`src/hw/rtl/lisd_pkg.sv`:
```
// Shared types and constants for the layered image stream decoder.
// No dependencies; the other files that use it refer to it by scoped names.
`timescale 1ns / 1ps

package lisd_pkg;

  typedef enum logic [3:0] {
    PH_HEADER   = 4'd0,
    PH_SEC_LEN  = 4'd1,
    PH_SEC_SKIP = 4'd2,
    PH_COMP     = 4'd3,
    PH_RAW      = 4'd4,
    PH_LENS     = 4'd5,
    PH_CMD      = 4'd6,
    PH_LIT      = 4'd7,
    PH_REP      = 4'd8,
    PH_DONE     = 4'd9
  } phase_t;

  typedef enum logic [1:0] {
    KIND_WRITE  = 2'd0,
    KIND_HEADER = 2'd1,
    KIND_FINAL  = 2'd2
  } kind_t;

  localparam logic [2:0] ST_OK        = 3'd0;
  localparam logic [2:0] ST_BAD_HDR   = 3'd1;
  localparam logic [2:0] ST_TRUNC     = 3'd2;
  localparam logic [2:0] ST_BAD_COMP  = 3'd3;
  localparam logic [2:0] ST_OVERRUN   = 3'd4;
  localparam logic [2:0] ST_ROW_MISM  = 3'd5;
  localparam logic [2:0] ST_TOO_LARGE = 3'd6;

  localparam logic [31:0] SIGNATURE   = 32'h3842_5053;  // "8BPS"
  localparam logic [15:0] DEPTH_8     = 16'd8;
  localparam logic [15:0] MODE_INDEX  = 16'd2;
  localparam logic [15:0] CH_LIMIT    = 16'd4;
  localparam logic [7:0]  PB_NOP      = 8'd128;
  localparam logic [8:0]  PB_REP_BASE = 9'd257;

  localparam logic [4:0]  HI_SIG      = 5'd3;
  localparam logic [4:0]  HI_CHAN     = 5'd13;
  localparam logic [4:0]  HI_HEIGHT   = 5'd17;
  localparam logic [4:0]  HI_WIDTH    = 5'd21;
  localparam logic [4:0]  HI_DEPTH    = 5'd23;
  localparam logic [4:0]  HI_MODE     = 5'd25;

  localparam logic [1:0]  CFG_ROW_PITCH = 2'd0;

  typedef struct packed {
    kind_t       kind;
    logic [31:0] byte_address;
    logic [7:0]  run_length;
    logic [7:0]  pixel_value;
    logic [2:0]  status;
    logic [14:0] image_width;
    logic [12:0] image_height;
    logic [2:0]  channel_count;
  } res_t;

endpackage

```
`src/hw/rtl/lisd_obuf.sv`:
```
// Two-deep result buffer: output register plus skid entry.
// Depends on lisd_pkg.
`timescale 1ns / 1ps

module lisd_obuf (
  input  logic            clk,
  input  logic            rst_n,
  input  logic            push,
  input  lisd_pkg::res_t  push_data,
  output logic            can_push,
  output logic            out_valid,
  input  logic            out_ready,
  output lisd_pkg::res_t  out_data
);

  logic           out_v_r, skid_v_r;
  lisd_pkg::res_t out_d_r, skid_d_r;
  logic           pop;

  assign pop      = out_v_r && out_ready;
  assign can_push = !skid_v_r;

  always_ff @(posedge clk) begin
    if (!rst_n) begin
      out_v_r  <= 1'b0;
      skid_v_r <= 1'b0;
    end else if (skid_v_r) begin
      if (pop) begin
        skid_v_r <= 1'b0;
      end
    end else if (push) begin
      if (!out_v_r || pop) begin
        out_v_r <= 1'b1;
      end else begin
        skid_v_r <= 1'b1;
      end
    end else if (pop) begin
      out_v_r <= 1'b0;
    end
  end

  always_ff @(posedge clk) begin
    if (skid_v_r) begin
      if (pop) begin
        out_d_r <= skid_d_r;
      end
    end else if (push) begin
      if (!out_v_r || pop) begin
        out_d_r <= push_data;
      end else begin
        skid_d_r <= push_data;
      end
    end
  end

  assign out_valid = out_v_r;
  assign out_data  = out_d_r;

endmodule

```
`config.mk`:
```
export PLATFORM = sky130hd
export DESIGN_NAME = lisd_obuf
export DESIGN_NICKNAME = d
export VERILOG_FILES = /design/src/hw/rtl/lisd_pkg.sv /design/src/hw/rtl/lisd_obuf.sv
export SDC_FILE = /design/constraint.sdc
export NUM_CORES = 1
export LEC_CHECK = 0
export ABC_AREA = 1
export ABC_CLOCK_PERIOD_IN_PS = 17600
export BUFFER_PORTS_ARGS = -buffer_cell sky130_fd_sc_hd__buf_4
export CAP_MARGIN = 20
export CORE_MARGIN = 4
export CORE_UTILIZATION = 45
export CTS_BUF_LIST = sky130_fd_sc_hd__clkbuf_8
export CTS_CLUSTER_SIZE = 30
export DETAILED_ROUTE_END_ITERATION = 8
export PLACE_DENSITY = 0.7
export SLEW_MARGIN = 40
export SYNTH_ARGS = -nofsm -noshare
export SYNTH_HDL_FRONTEND = slang
export SYNTH_SLANG_ARGS = --single-unit
```
`constraint.sdc`:
```
create_clock -name clk -period 17.6 [get_ports clk]
set_input_delay 2.64 -clock clk [delete_from_list [all_inputs] [get_ports clk]]
set_output_delay 2.64 -clock clk [all_outputs]
set_load 0.1 [all_outputs]
```
Yosys cells after proc, flatten, opt, wreduce, memory -nomap -nowiden
Index checks and enable logic that the tools add are counted.
- flip-flop bits (word level): 170
- input port bits: 88
- output and inout port bits: 86
- word-level logic and storage cells: 43
- equality and inequality tests: 2
- multiplexer cells: 11
- bitwise logic cells: 2
- reduce and logical (&&, ||, !) cells: 10
- operator list (cell ; number):
    84-bit 2-to-1 mux ; 4
    3-bit AND reduction ; 3
    1-bit 2-to-1 mux ; 7
    2-bit nonzero test ; 3
    2-bit by 1-bit != test with 1-bit output (second input constant) ; 2
    1-bit zero test ; 2
    1-bit inverter ; 2
    1-bit logical AND ; 1
    1-bit logical OR ; 1

Longest topological paths before layout
- depth after elaboration: 5
- depth in mapped cells: 6
- gate-level depth less buffers: 4

Least setup slack after synthesis
OpenSTA, ideal clock, no wires.
- path kind: input to register
- start point: input out_ready
- end point: register skid_d_r[0] in the netlist's numbering (enable)
- arrival: 8461 ps
- required time: 16971 ps
- slack: 8510 ps
- cell stages on the path: 3
- cell sequence: inv_1 -> nand2_1 -> nor3_1
- word-level cells in the longest chain between the ends: 4
- RTL lines (what ; RTL line ; text):
    start, declared ; lisd_obuf.sv:12 ; input logic out_ready,
    1-bit logical AND ; lisd_obuf.sv:20 ; assign pop = out_v_r && out_ready;
    1-bit logical OR ; lisd_obuf.sv:48 ; if (!out_v_r || pop) begin
    1-bit inverter (no source line) ; n/a ;
    3-bit AND reduction (no source line) ; n/a ;
    end signal, assigned ; lisd_obuf.sv:51 ; skid_d_r <= push_data;
    end, declared ; lisd_obuf.sv:17 ; lisd_pkg::res_t out_d_r, skid_d_r;
No other way between the ends.
A chain may end at the register's enable or synchronous reset.

Worst setup path in the final report
- start point: register skid_v_r
- end point: output can_push
- word-level cells in the longest chain between the ends: 1
- RTL lines (what ; RTL line ; text):
    start, declared ; lisd_obuf.sv:16 ; logic out_v_r, skid_v_r;
    start signal, assigned ; lisd_obuf.sv:26 ; skid_v_r <= 1'b0;
    start signal, assigned ; lisd_obuf.sv:29 ; skid_v_r <= 1'b0;
    start signal, assigned ; lisd_obuf.sv:35 ; skid_v_r <= 1'b1;
    1-bit zero test ; lisd_obuf.sv:21 ; assign can_push = !skid_v_r;
    end, declared ; lisd_obuf.sv:10 ; output logic can_push,
No other way between the ends.

==> impl_metrics.toml <==
[floorplan]
die-area_sq_um = 15810
placement_rows = 42
floorplan.initialDensity_pct = 46.55
ioPinCount = 174
core_area_sq_um = 13400
chipWidth_microns = 125.7
die_h_microns = 125.7

[synth]
post-synth-top-area-fraction_pct = 80.87
synthDominantAreaCellType = "edfxtp_1"
sequential_area_share_after_synthesis_pct = 81.51
synth.distinct_cells = 12
yosysWarningCount = 0
syn-cell-area_sq_um = 6238
synth_seq_cells = 170
syn_avg_cell_area_sq_um = 13.56
syn-num-nets = 548
synth_top_cells_by_area = "edfxtp_1 (81%), nand2_1 (16%), buf_6 (1.1%)"
synth_cells = 460

[finish]
insertedDiodeCount = 0
mostFrequentLayoutCell = "nand2_1"
final_cell_mix = "nand2_1 (259), buf_4 (175), edfxtp_1 (168)"
post_route_cells_drive_above_1_share_pct = 31.69
finish.instance_area_sq_um = 8048
area_growth_syn_to_layout_pct = 29.00
final_nets = 726

[placement]
place_area_sq_um = 7674
half_perimeter_wire_length_after_placement_mm = 7.916
detailedPlace.worstSlack_ps = 13490
port_buffers = 173
globalplace.congestion = 0.7698

[pwr]
share_clk_of_total_power_pct = 26.3
p_sw_share_pct = 32.33
p_int_mw = 0.6387
post-layout-total-power_mw = 0.9438
leakage_nw = 3.413
seq_power_share_pct = 51.3
power.combinational.fraction_pct = 22.5
max_vdd_drop_v = 0.00005914
pwr_density_cell_nw_per_um2 = 117.3
total_switching_power_mw = 0.3051

[sta]
timing.final.max_slew_violations = 0
fin_skew_ps = 7.414
setup_viol = 0
final_total_negative_setup_slack_ps = 0
finalHoldWorstSlack_ps = 517.7
fin_ws_ps = 13350
max_slew.worst_pin.slew_ps = 762.9
post-route-period-util_pct = 24.14
hold_viol = 0
rsz0062_at_grt = "no"
final_period_minus_worst_setup_slack_ps = 4249
max_freq_ghz = 0.2354
slew_headroom_pct = 49.14

[clock_tree]
cts.hold.buffers_added = 0
cts_max_level = 4
clkSinkCount = 170
max-clock-path-buffers = 2
cts_repair_resizes = 0
cts_made_buffers = 17
clock-root-buffer = "clkbuf_8"
clock_latency_at_the_later_pin_of_the_worst_skew_pair_ps = 440
cts.repair_timing.setup_buffer_count = 0
worst_setup_hold_path_clk_slew_ps = 80
tritoncts_clock_tree = "yes"

[global_routing]
global_route.overflow_total = 0
first_global_vias = 3841
maximum_number_of_pins_on_one_net_before_global_route_repair = 89
grt.total_usage_pct = 15.56
antenna_found_initial = 0
grt_first_pass_wirelength_mm = 19.30

[setup_path]
endpoint_kind = "primary output"
count_of_cells_along_the_worst_register_to_register_path = 7
worst_ep_required_time_ps = 14960
critPathArrivalTime_ps = 1610
setup.worst_path.class = "flip-flop to primary output"
startpoint_type = "flip-flop"
cp_max_fo = 60

[drt]
dr.first_iter.drc_count = 223
dr_drc_count = 0
viasPerCell = 4.613
postRouteWirelength_mm = 12.07
drt-wirelength-per-cell_microns = 14.61
firstDrtPassIters = 4
vias = 3810
final_antenna_net_count = 0

[run_status]
run_status = "complete, no violations"

[worst_hold_path]
worstHoldPathType = "flip-flop to flip-flop"
whs_path_depth = 2

[flow_run]
max-cap-violations = 0
[power groups by stage]
stage	clock (mW)	sequential [mW]	combinational [mW]
global placement	0	0.495	0.209
CTS	0.255	0.486	0.211
floorplan	0	0.626	0.0280
detailed placement	0	0.495	0.211
finish	0.248	0.484	0.212
global route	0.277	0.486	0.221
[routing by layer]
metal	global-route usage [%]	share of wire, %	vias up
met5	0	0	-
li1	-	-	1896
met1	19.64	41	1768
met2	24.20	49	128
met4	6.120	1.7	0
met3	6.351	8.5	18
[synthesized netlist by cell type]
master    number
buf_4          1
buf_2         11
edfxtp_1     168
clkbuf_1       1
inv_2          1
nand2_1      259
inv_1          4
nor2_1         5
dfxtp_1        2
buf_6          6
o21ai_0        1
nor3_1         1
[stage by stage]
stage	utilization, %	cells
after floorplan	-	460
after global placement	57.24	794
after detailed placement	57.26	794
after CTS	59.88	825
after global routing	60.06	826
final	60.06	826
[logic make-up after synthesis]
family / share of synthesized area [%]
DFF: 81.51
and+or+nand+nor: 15.96
buffers and inverters: 2.447
AOI/OAI and AO/OA: 0.08015
[registers in the layout, indices dropped and copies added, names as in the netlist]
signal,cells
out_data,84
out_valid,1
skid_d_r,84
skid_v_r,1
[layout make-up]
type | count | area [sq um]
clock inverter | 14 | 116.4
fill | 1096 | 5353
multi-input combinational | 266 | 1013
clock buffer | 17 | 234.0
tap | 176 | 220.2
inverter | 5 | 18.77
sequential | 170 | 5089
timing repair buffer | 178 | 1356
[worst max-delay path, stage by stage, from the launching register on]
cell     delay, ps
dfxtp_4        560
buf_12         300
inv_2           70
buf_4          240
[final timing paths]
kind | to | from | slack, ps
hold / removal | out_data[50] | skid_d_r[50] | 520
setup reg to reg | out_data[42] | skid_v_r | 14940
hold reg to reg | out_data[50] | skid_d_r[50] | 520
setup / recovery | can_push | skid_v_r | 13350
Note: power is estimated with default switching activity, not from simulation.
