==> src/hw/rtl/lisd_pkg.sv <==
// Shared types and constants for the layered image stream decoder.
// No dependencies; the other files that use it refer to it by scoped names.
`timescale 1ns / 1ps

package lisd_pkg;

  typedef enum logic [3:0] {
    PH_HEADER   = 4'd0,
    PH_SEC_LEN  = 4'd1,
    PH_SEC_SKIP = 4'd2,
    PH_COMP     = 4'd3,
    PH_RAW      = 4'd4,
    PH_LENS     = 4'd5,
    PH_CMD      = 4'd6,
    PH_LIT      = 4'd7,
    PH_REP      = 4'd8,
    PH_DONE     = 4'd9
  } phase_t;

  typedef enum logic [1:0] {
    KIND_WRITE  = 2'd0,
    KIND_HEADER = 2'd1,
    KIND_FINAL  = 2'd2
  } kind_t;

  localparam logic [2:0] ST_OK        = 3'd0;
  localparam logic [2:0] ST_BAD_HDR   = 3'd1;
  localparam logic [2:0] ST_TRUNC     = 3'd2;
  localparam logic [2:0] ST_BAD_COMP  = 3'd3;
  localparam logic [2:0] ST_OVERRUN   = 3'd4;
  localparam logic [2:0] ST_ROW_MISM  = 3'd5;
  localparam logic [2:0] ST_TOO_LARGE = 3'd6;

  localparam logic [31:0] SIGNATURE   = 32'h3842_5053;  // "8BPS"
  localparam logic [15:0] DEPTH_8     = 16'd8;
  localparam logic [15:0] MODE_INDEX  = 16'd2;
  localparam logic [15:0] CH_LIMIT    = 16'd4;
  localparam logic [7:0]  PB_NOP      = 8'd128;
  localparam logic [8:0]  PB_REP_BASE = 9'd257;

  localparam logic [4:0]  HI_SIG      = 5'd3;
  localparam logic [4:0]  HI_CHAN     = 5'd13;
  localparam logic [4:0]  HI_HEIGHT   = 5'd17;
  localparam logic [4:0]  HI_WIDTH    = 5'd21;
  localparam logic [4:0]  HI_DEPTH    = 5'd23;
  localparam logic [4:0]  HI_MODE     = 5'd25;

  localparam logic [1:0]  CFG_ROW_PITCH = 2'd0;

  typedef struct packed {
    kind_t       kind;
    logic [31:0] byte_address;
    logic [7:0]  run_length;
    logic [7:0]  pixel_value;
    logic [2:0]  status;
    logic [14:0] image_width;
    logic [12:0] image_height;
    logic [2:0]  channel_count;
  } res_t;

endpackage

==> src/hw/rtl/lisd_cfg.sv <==
// APB-style register port holding row_pitch.
// Depends on lisd_pkg.
`timescale 1ns / 1ps

module lisd_cfg (
  input  logic        clk,
  input  logic        rst_n,
  input  logic        psel,
  input  logic        penable,
  input  logic        pwrite,
  input  logic [2:0]  paddr,
  input  logic [31:0] pwdata,
  output logic [31:0] prdata,
  output logic        pready,
  output logic [19:0] row_pitch
);

  logic [19:0] pitch_r;
  logic        sel_pitch;

  assign sel_pitch = (paddr[2] == lisd_pkg::CFG_ROW_PITCH[0]);
  assign pready    = 1'b1;

  always_ff @(posedge clk) begin
    if (!rst_n) begin
      pitch_r <= '0;
    end else if (psel && penable && pwrite && sel_pitch) begin
      pitch_r <= pwdata[19:0];
    end
  end

  assign prdata    = sel_pitch ? {12'd0, pitch_r} : 32'd0;
  assign row_pitch = pitch_r;

endmodule

==> config.mk <==
export PLATFORM = sky130hd
export DESIGN_NAME = lisd_cfg
export DESIGN_NICKNAME = d
export VERILOG_FILES = /design/src/hw/rtl/lisd_pkg.sv /design/src/hw/rtl/lisd_cfg.sv
export SDC_FILE = /design/constraint.sdc
export NUM_CORES = 1
export LEC_CHECK = 0
export BUFFER_PORTS_ARGS = -buffer_cell sky130_fd_sc_hd__buf_2
export CELL_PAD_IN_SITES_DETAIL_PLACEMENT = 0
export CELL_PAD_IN_SITES_GLOBAL_PLACEMENT = 1
export CORE_ASPECT_RATIO = 1.1
export CORE_UTILIZATION = 22
export CTS_CLUSTER_SIZE = 16
export DETAILED_ROUTE_END_ITERATION = 8
export HOLD_SLACK_MARGIN = 0.03
export PLACE_DENSITY = 0.8
export RECOVER_POWER = 100
export SLEW_MARGIN = 40
export SYNTH_ARGS = -nofsm -noshare
export SYNTH_HDL_FRONTEND = slang
export SYNTH_SLANG_ARGS = --single-unit
==> constraint.sdc <==
create_clock -name clk -period 0.9 [get_ports clk]
set_clock_uncertainty 0.2 [all_clocks]
set_input_delay 0.09 -clock clk [delete_from_list [all_inputs] [get_ports clk]]
set_output_delay 0.09 -clock clk [all_outputs]
set_load 0.005 [all_outputs]
== After elaboration in Yosys (flattened, before gate mapping) ==
Cells that the tools add are included.
Operators by class
  bitwise operators: 1
  reductions and logical operators: 3
  muxes and demuxes: 1
Operators by type and width (count)
  two-way mux 20 bit: 1
  logical AND 1 bit: 3
  NOT 1 bit: 1
Word-level totals
  logic and storage cells: 6
  bits in registers: 20
  output and inout port bits: 53

== Longest topological paths before layout ==
Gate-level depths: netlist (run 1).
  depth in word-level cells: 3
  mapped depth: 4

== Least setup slack after synthesis (run 1) ==
OpenSTA, ideal clock, no wires.
  path kind: input to register
  from: input port paddr[2]
  to: register pitch_r[0] (netlist: row_pitch[0])
  stages on the path: 4
  data arrival time: 730 ps
  setup time: 72 ps
  slack: -101 ps
  path through: and4b_1 -> buf_2 -> buf_6 -> mux2i_1
On the way
  word-level cells in the longest chain between the ends: 2
RTL lines
  from (decl): line lisd_cfg.sv:11  | input logic [2:0] paddr,
  NOT 1 bit: line lisd_cfg.sv:21  | assign sel_pitch = (paddr[2] == lisd_pkg::CFG_ROW_PITCH[0]);
  logical AND 1 bit: line lisd_cfg.sv:27  | end else if (psel && penable && pwrite && sel_pitch) begin
  to (signal assigned): line lisd_cfg.sv:28  | pitch_r <= pwdata[19:0];
  to (decl): line lisd_cfg.sv:18  | logic [19:0] pitch_r;
Every way passes these cells.
A chain may end at the register's enable or synchronous reset.

== Final worst setup path (run 1) ==
  from: register pitch_r[16] (netlist: row_pitch[16])
  to: output port prdata[16]
On the way
  word-level cells in the longest chain between the ends: 1
RTL lines
  two-way mux 20 bit: line lisd_cfg.sv:32  | assign prdata = sel_pitch ? {12'd0, pitch_r} : 32'd0;
  to (decl): line lisd_cfg.sv:13  | output logic [31:0] prdata,
Every way passes these cells.

==> results of run 1 <==
-- layout by cell type, fill, tap and decap left out --
cell           count
and4b_4            1
buf_12             3
buf_16             1
buf_2             56
buf_4              8
buf_6             14
clkbuf_16          2
clkbuf_8           3
conb_1            13
dfxtp_2           20
dlygate4sd3_1     16
mux2i_1           20
nand2_1           39
nand2_2            1
nor2b_1           13
nor2b_2            1
nor2b_4            6
-- timing repair --
item,in CTS,in global routing
cloned,1,2
setup buffers,1,10
endpoints found under the hold margin,20,4
resized for setup,26,22
setup endpoints to repair,42,60
-- power by group through the flow --
stage / Sequential (mW) / Clock (mW) / Combinational [mW]
2_1_floorplan: 0.938 / 0 / 0.152
3_3_place_gp: 0.937 / 0 / 0.232
3_5_place_dp: 0.937 / 0 / 0.235
4_1_cts: 0.920 / 0.612 / 0.306
5_1_grt: 0.923 / 0.630 / 0.389
6_report: 0.921 / 0.571 / 0.354
-- cells by family (layout without fill, tap and decap cells) --
logic type,count (synthesis),after routing
and+or+nand+nor,61,61
buffers and inverters,22,103
muxes,20,20
DFF,20,20
other,2,13
-- through the flow --
stage               hold WS (ns)  worst slack, ns
floorplan                 0.0321           -0.101
global placement           0.136           -0.234
detailed placement         0.144           -0.278
CTS                       -0.127           -0.235
global route              -0.121           -0.272
finish                    -0.120           -0.238
-- worst max-delay path by stage --
stage                     cells past startpoint  slack, ns             to     startpoint
after global placement                        4      -0.23   row_pitch[2]       paddr[2]
after CTS                                     2      -0.23     prdata[16]  row_pitch[16]
after floorplan                               4      -0.10   row_pitch[0]       paddr[2]
after global routing                          2      -0.27      prdata[6]   row_pitch[6]
final                                         2      -0.24     prdata[16]  row_pitch[16]
after detailed placement                      4      -0.28  row_pitch[11]       paddr[2]
-- per-layer routing --
| layer | track usage [%] | share of wire [%] |
|---|---|---|
| met5 | 0 | 0 |
| met2 | 19.5 | 54 |
| met3 | 2.15 | 4.0 |
| met4 | 5.67 | 1.1 |
| met1 | 11.7 | 41 |
-- cell type report --
| type | instances | share of cell area (%) |
|---|---|---|
| repair buffers | 100 | 41.5 |
| multi-input cells | 94 | 30.7 |
| flip-flops and latches | 20 | 22.2 |
| clock buffers | 3 | 2.15 |
| well taps | 54 | 3.52 |
-- worst reg2reg max path, stage by stage (launching register included) --
cell	delay, ns
dfxtp_2	0.32
buf_6	0.11
buf_6	0.10
nand2_2	0.04
mux2i_1	0.05
==> results.txt, run 1 <==
failing checks: hold timing, setup timing
hold slack: -0.120 ns
initial antenna violation count: 0
Int Pwr: 1.41 mW
Compound-Gate Fraction of Synth Area: 0%
HP Class: in2reg
row cnt: 25
I/O pins: 93
largest net degree at the start of global routing: 23
CTS Buf Count: 3
Max FO, Critical Path: 2
worst r2r src: row_pitch[3]
Reg clk slew, reported paths: 0.07 ns
Simple-Gate Fraction of Synth Area: 27.4%
vias: 1085
Worst Setup Slack, final: -0.238 ns
initial core utilization: 23.6%
worst vdd ir: 0.391 mV
# setup viols final: 60
FF-to-FF path depth: 4
synthesized netlist cell count: 125
WHS Path Cells: 3
Critical Path RT: 0.61 ns
crit path buf inv count: 1
slowest stage cell, crit path: dfxtp_2
GRT Residual Overflow: 0
crit path capture type: output port
hold path start: pwdata[13]
hold endpoint: row_pitch[13]
Final Critical Period: 1.14 ns
utilization after layout: 43.5%
Achievable Freq: 879 MHz
via count of the first global-routing pass: 851
Final Power: 1.85 mW
wire per inst: 11.1 um
Residual DRC: 0
Die Ht: 74.1 um
layout cells sized above 1: 53.5%
top-area cell type share of the netlist area: 38.5%
core footprint: 0.00441 sq mm
crit start category: register
Initial DRT Pass Iterations: 4
crit path cell chain: nor2b_2 -> buf_2
fill count: 461
Fin. Hold Viols: 4
mux share of post-synthesis cell area: 19.2%
vias per inst: 4.00
Final Net Count: 259
RSZ-0062 raised after global routing: yes
final period utilization: 126%
setup TNS: -7.74 ns
pwr dens: 962 mW/mm^2
number of synthesized flops with an enable pin: 0
dominant cell type by area after synthesis: dfxtp_1
switching power: 0.431 mW
final WL: 3010 um
CP max stage delay: 0.32 ns
number of synthesized register bits: 20
Comb power frac: 19.2%
ranking of synthesized cells by area: dfxtp_1 (38%), mux2i_1 (19%), nand2_1 (14%)
final slew viol count: 0
syn_area_per_cell: 8.33 sq um
most frequent cell after synthesis: nand2_1
total global-route track usage: 10.8%
n_diodes: 0
Clk Latency, worst-skew pair: 0.25 ns
Final Cell Area: 0.00192 sq mm
Netlist cell types: 10
H-Tree Depth: 1
Max Cap Viol: 0
clock root cell: clkbuf_8
Largest register FFs: 20
top_reg_cell synth: dfxtp_1
post-synthesis xor/xnor area fraction: 0%
Cell Area, Placed: 0.00140 sq mm
r2r endpoint: row_pitch[3]
Crit Path Category: reg2out
Max Buffers Root-to-Sink: 2
CTS Hold Bufs: 16
flop2flop setup slack: -0.03 ns
Iter 0 DRT Violations: 17
Top delay family on crit path: flip-flops
cell area after synthesis: 0.00104 sq mm
Die Area: 0.00501 sq mm
Final GP Congestion: 0.699
clock share of power: 30.9%
Post-Synth Adder-Cell Area: 0%
HPWL after detailed placement: 1830 um
fin cells: 271
placed insts: 238
ANT nets after route: 0
I/O Buffers: 65
asr flop ratio synth: 0%
synth cell count leaders: nand2_1 (40), dfxtp_1 (20), mux2i_1 (20), nor2b_1 (20), buf_4 (13)
Reg area: 425 sq um
Crit path arrival time: 0.85 ns
Leak Pwr: 0.921 nW
CTS tree: yes
main combinational cell family by area after synthesis: simple AND/OR/NAND/NOR gates
CTS sink count: 20
sequential share of power: 49.9%
multi-input logic area: 588 sq um
switch share: 23.4%
status: finished, violations left
sequential area share after synthesis: 38.5%
yosys warns: 0
Area Overhead vs Synth: 84.3%
die extent in x: 67.6 um
global-route wire length before repair: 3900 um
Power figures use the tool's default switching activity.
==> run 2, diff against run 1 <==
--- a/config.mk
+++ b/config.mk
@@ -5,15 +5,16 @@
 export SDC_FILE = /design/constraint.sdc
 export NUM_CORES = 1
 export LEC_CHECK = 0
+export ABC_AREA = 1
 export BUFFER_PORTS_ARGS = -buffer_cell sky130_fd_sc_hd__buf_2
 export CELL_PAD_IN_SITES_DETAIL_PLACEMENT = 0
 export CELL_PAD_IN_SITES_GLOBAL_PLACEMENT = 1
 export CORE_ASPECT_RATIO = 1.1
-export CORE_UTILIZATION = 22
+export CORE_UTILIZATION = 21
 export CTS_CLUSTER_SIZE = 16
 export DETAILED_ROUTE_END_ITERATION = 8
 export HOLD_SLACK_MARGIN = 0.03
-export PLACE_DENSITY = 0.8
+export PLACE_DENSITY = 0.79
 export RECOVER_POWER = 100
 export SLEW_MARGIN = 40
 export SYNTH_ARGS = -nofsm -noshare
==> results.txt, run 2 <==
status: finished, violations left
failing checks: hold timing, setup timing
Initial DRT Pass Iterations: 4
most frequent cell after synthesis: nor2_1
Netlist cell types: 10
top-area cell type share of the netlist area: 35.2%
number of synthesized register bits: 20
dominant cell type by area after synthesis: dfxtp_1
wire per inst: 8.61 um
via count of the first global-routing pass: 1046
setup TNS: -5.99 ns
crit path cell chain: inv_2 -> nor2_2 -> buf_2
clock root cell: clkbuf_8
total global-route track usage: 10.2%
Worst Setup Slack, final: -0.213 ns
GRT Residual Overflow: 0
n_diodes: 0
vias per inst: 3.60
HPWL after detailed placement: 2130 um
worst slack, placed: -0.165 ns
row cnt: 27
flop2flop setup slack: 0.02 ns
Max Cap Viol: 0
I/O Buffers: 65
Max FO, Critical Path: 3
cell area after synthesis: 0.00114 sq mm
CP max stage delay: 0.35 ns
ANT nets after route: 0
sequential area share after synthesis: 35.2%
synth cell count leaders: nor2_1 (62), inv_1 (42), nand2_1 (22)
layout cells sized above 1: 47.9%
r2r endpoint: row_pitch[4]
post-synthesis xor/xnor area fraction: 0%
yosys warns: 0
commonest non-fill, non-tap cell in the layout: buf_2
CTS sink count: 20
die extent in x: 72.2 um
final period utilization: 124%
core footprint: 0.00510 sq mm
mux share of post-synthesis cell area: 0%
H-Tree Depth: 1
synthesized netlist cell count: 192
pwr dens: 1110 mW/mm^2
Reg clk slew, reported paths: 0.07 ns
crit path capture type: output port
Die Ht: 79.2 um
Area Overhead vs Synth: 45.2%
Final Critical Period: 1.11 ns
worst vdd ir: 0.453 mV
final WL: 2830 um
Max Buffers Root-to-Sink: 2
Residual DRC: 0
Crit path arrival time: 0.82 ns
Simple-Gate Fraction of Synth Area: 36.5%
CTS Buf Count: 3
Fin. Hold Viols: 20
Worst Setup SP: row_pitch[6]
crit start category: register
number of synthesized flops with an enable pin: 0
slowest stage cell, crit path: dfxtp_2
asr flop ratio synth: 0%
I/O pins: 93
initial core utilization: 22.3%
ranking of synthesized cells by area: dfxtp_1 (35%), nor2_1 (20%), inv_1 (14%)
FF-to-FF path depth: 3
Leak Pwr: 0.937 nW
Final Net Count: 299
HP Class: in2reg
Die Area: 0.00571 sq mm
Final Power: 1.84 mW
Post-Synth Adder-Cell Area: 0%
main combinational cell family by area after synthesis: simple AND/OR/NAND/NOR gates
syn_area_per_cell: 5.92 sq um
global-route wire length before repair: 4570 um
vias: 1185
Compound-Gate Fraction of Synth Area: 0%
Clk Latency, worst-skew pair: 0.25 ns
Crit Path Category: reg2out
critical path endpoint: prdata[6]
Iter 0 DRT Violations: 53
# setup viols final: 40
top_reg_cell synth: dfxtp_1
worst r2r src: row_pitch[4]
Final GP Congestion: 0.681
hold slack: -0.0501 ns
CTS tree: yes
largest net degree at the start of global routing: 21
Achievable Freq: 898 MHz
RSZ-0062 raised after global routing: yes
initial antenna violation count: 0
Critical Path RT: 0.61 ns
most frequent cells in the layout: buf_2 (59), nor2_1 (55), inv_1 (23)
Largest register FFs: 20
final slew viol count: 0
utilization after layout: 32.4%
==> run 2: cells by family (layout without fill, tap and decap cells) <==
group,Yosys count,after routing
other cells,2,13
flops,20,20
simple gates,104,104
buf+inv,66,120
==> run 2: worst min-delay path by stage <==
stage | cells past startpoint | from | slack [ns] | end
2_1_floorplan | 4 | pwdata[0] | 0.11 | row_pitch[0]
3_3_place_gp | 5 | pwdata[14] | 0.20 | row_pitch[14]
3_5_place_dp | 5 | pwdata[2] | 0.21 | row_pitch[2]
4_1_cts | 5 | pwdata[2] | -0.06 | row_pitch[2]
5_1_grt | 5 | pwdata[9] | -0.04 | row_pitch[9]
6_report | 5 | pwdata[2] | -0.05 | row_pitch[2]
==> run 2: repair_timing <==
item	CTS	global route
pin swaps	0	6
setup buffers	0	3
gates resized for setup	24	34
endpoints found under the hold margin	20	18
cloned	0	0
endpoints found under the setup margin	40	42
==> run 2: per-layer routing <==
layer,global-route usage (%),wire length [um]
met5,0,0
met4,5.29,29
met3,0.381,84
met2,19.7,1480
met1,10.9,1240
==> run 2: cell type report <==
type / instances / area (sq um)
Multi-Input combinational cell: 117 / 487
Tap cell: 72 / 90.1
Fill cell: 595 / 3450
Clock buffer: 3 / 41.3
Timing Repair Buffer: 74 / 437
Sequential cell: 20 / 435
Inverter: 43 / 161
==> run 2: per-stage QoR <==
step	area, sq um	cells
3_3_place_gp	1500	323
4_1_cts	1570	326
6_report	1650	329
3_5_place_dp	1500	323
2_1_floorplan	1180	203
5_1_grt	1650	329
==> run 2: critical path, delay by kind of cell (launching register included) <==
kind / cells / cell delay (ns)
DFF: 1 / 0.35
buffers and inverters: 2 / 0.15
and+or+nand+nor: 1 / 0.08
==> run 2: report_power, final <==
part           internal [mW]  switching [mW]
sequential             0.914          0.0281
combinational          0.156           0.180
clock                  0.297           0.263
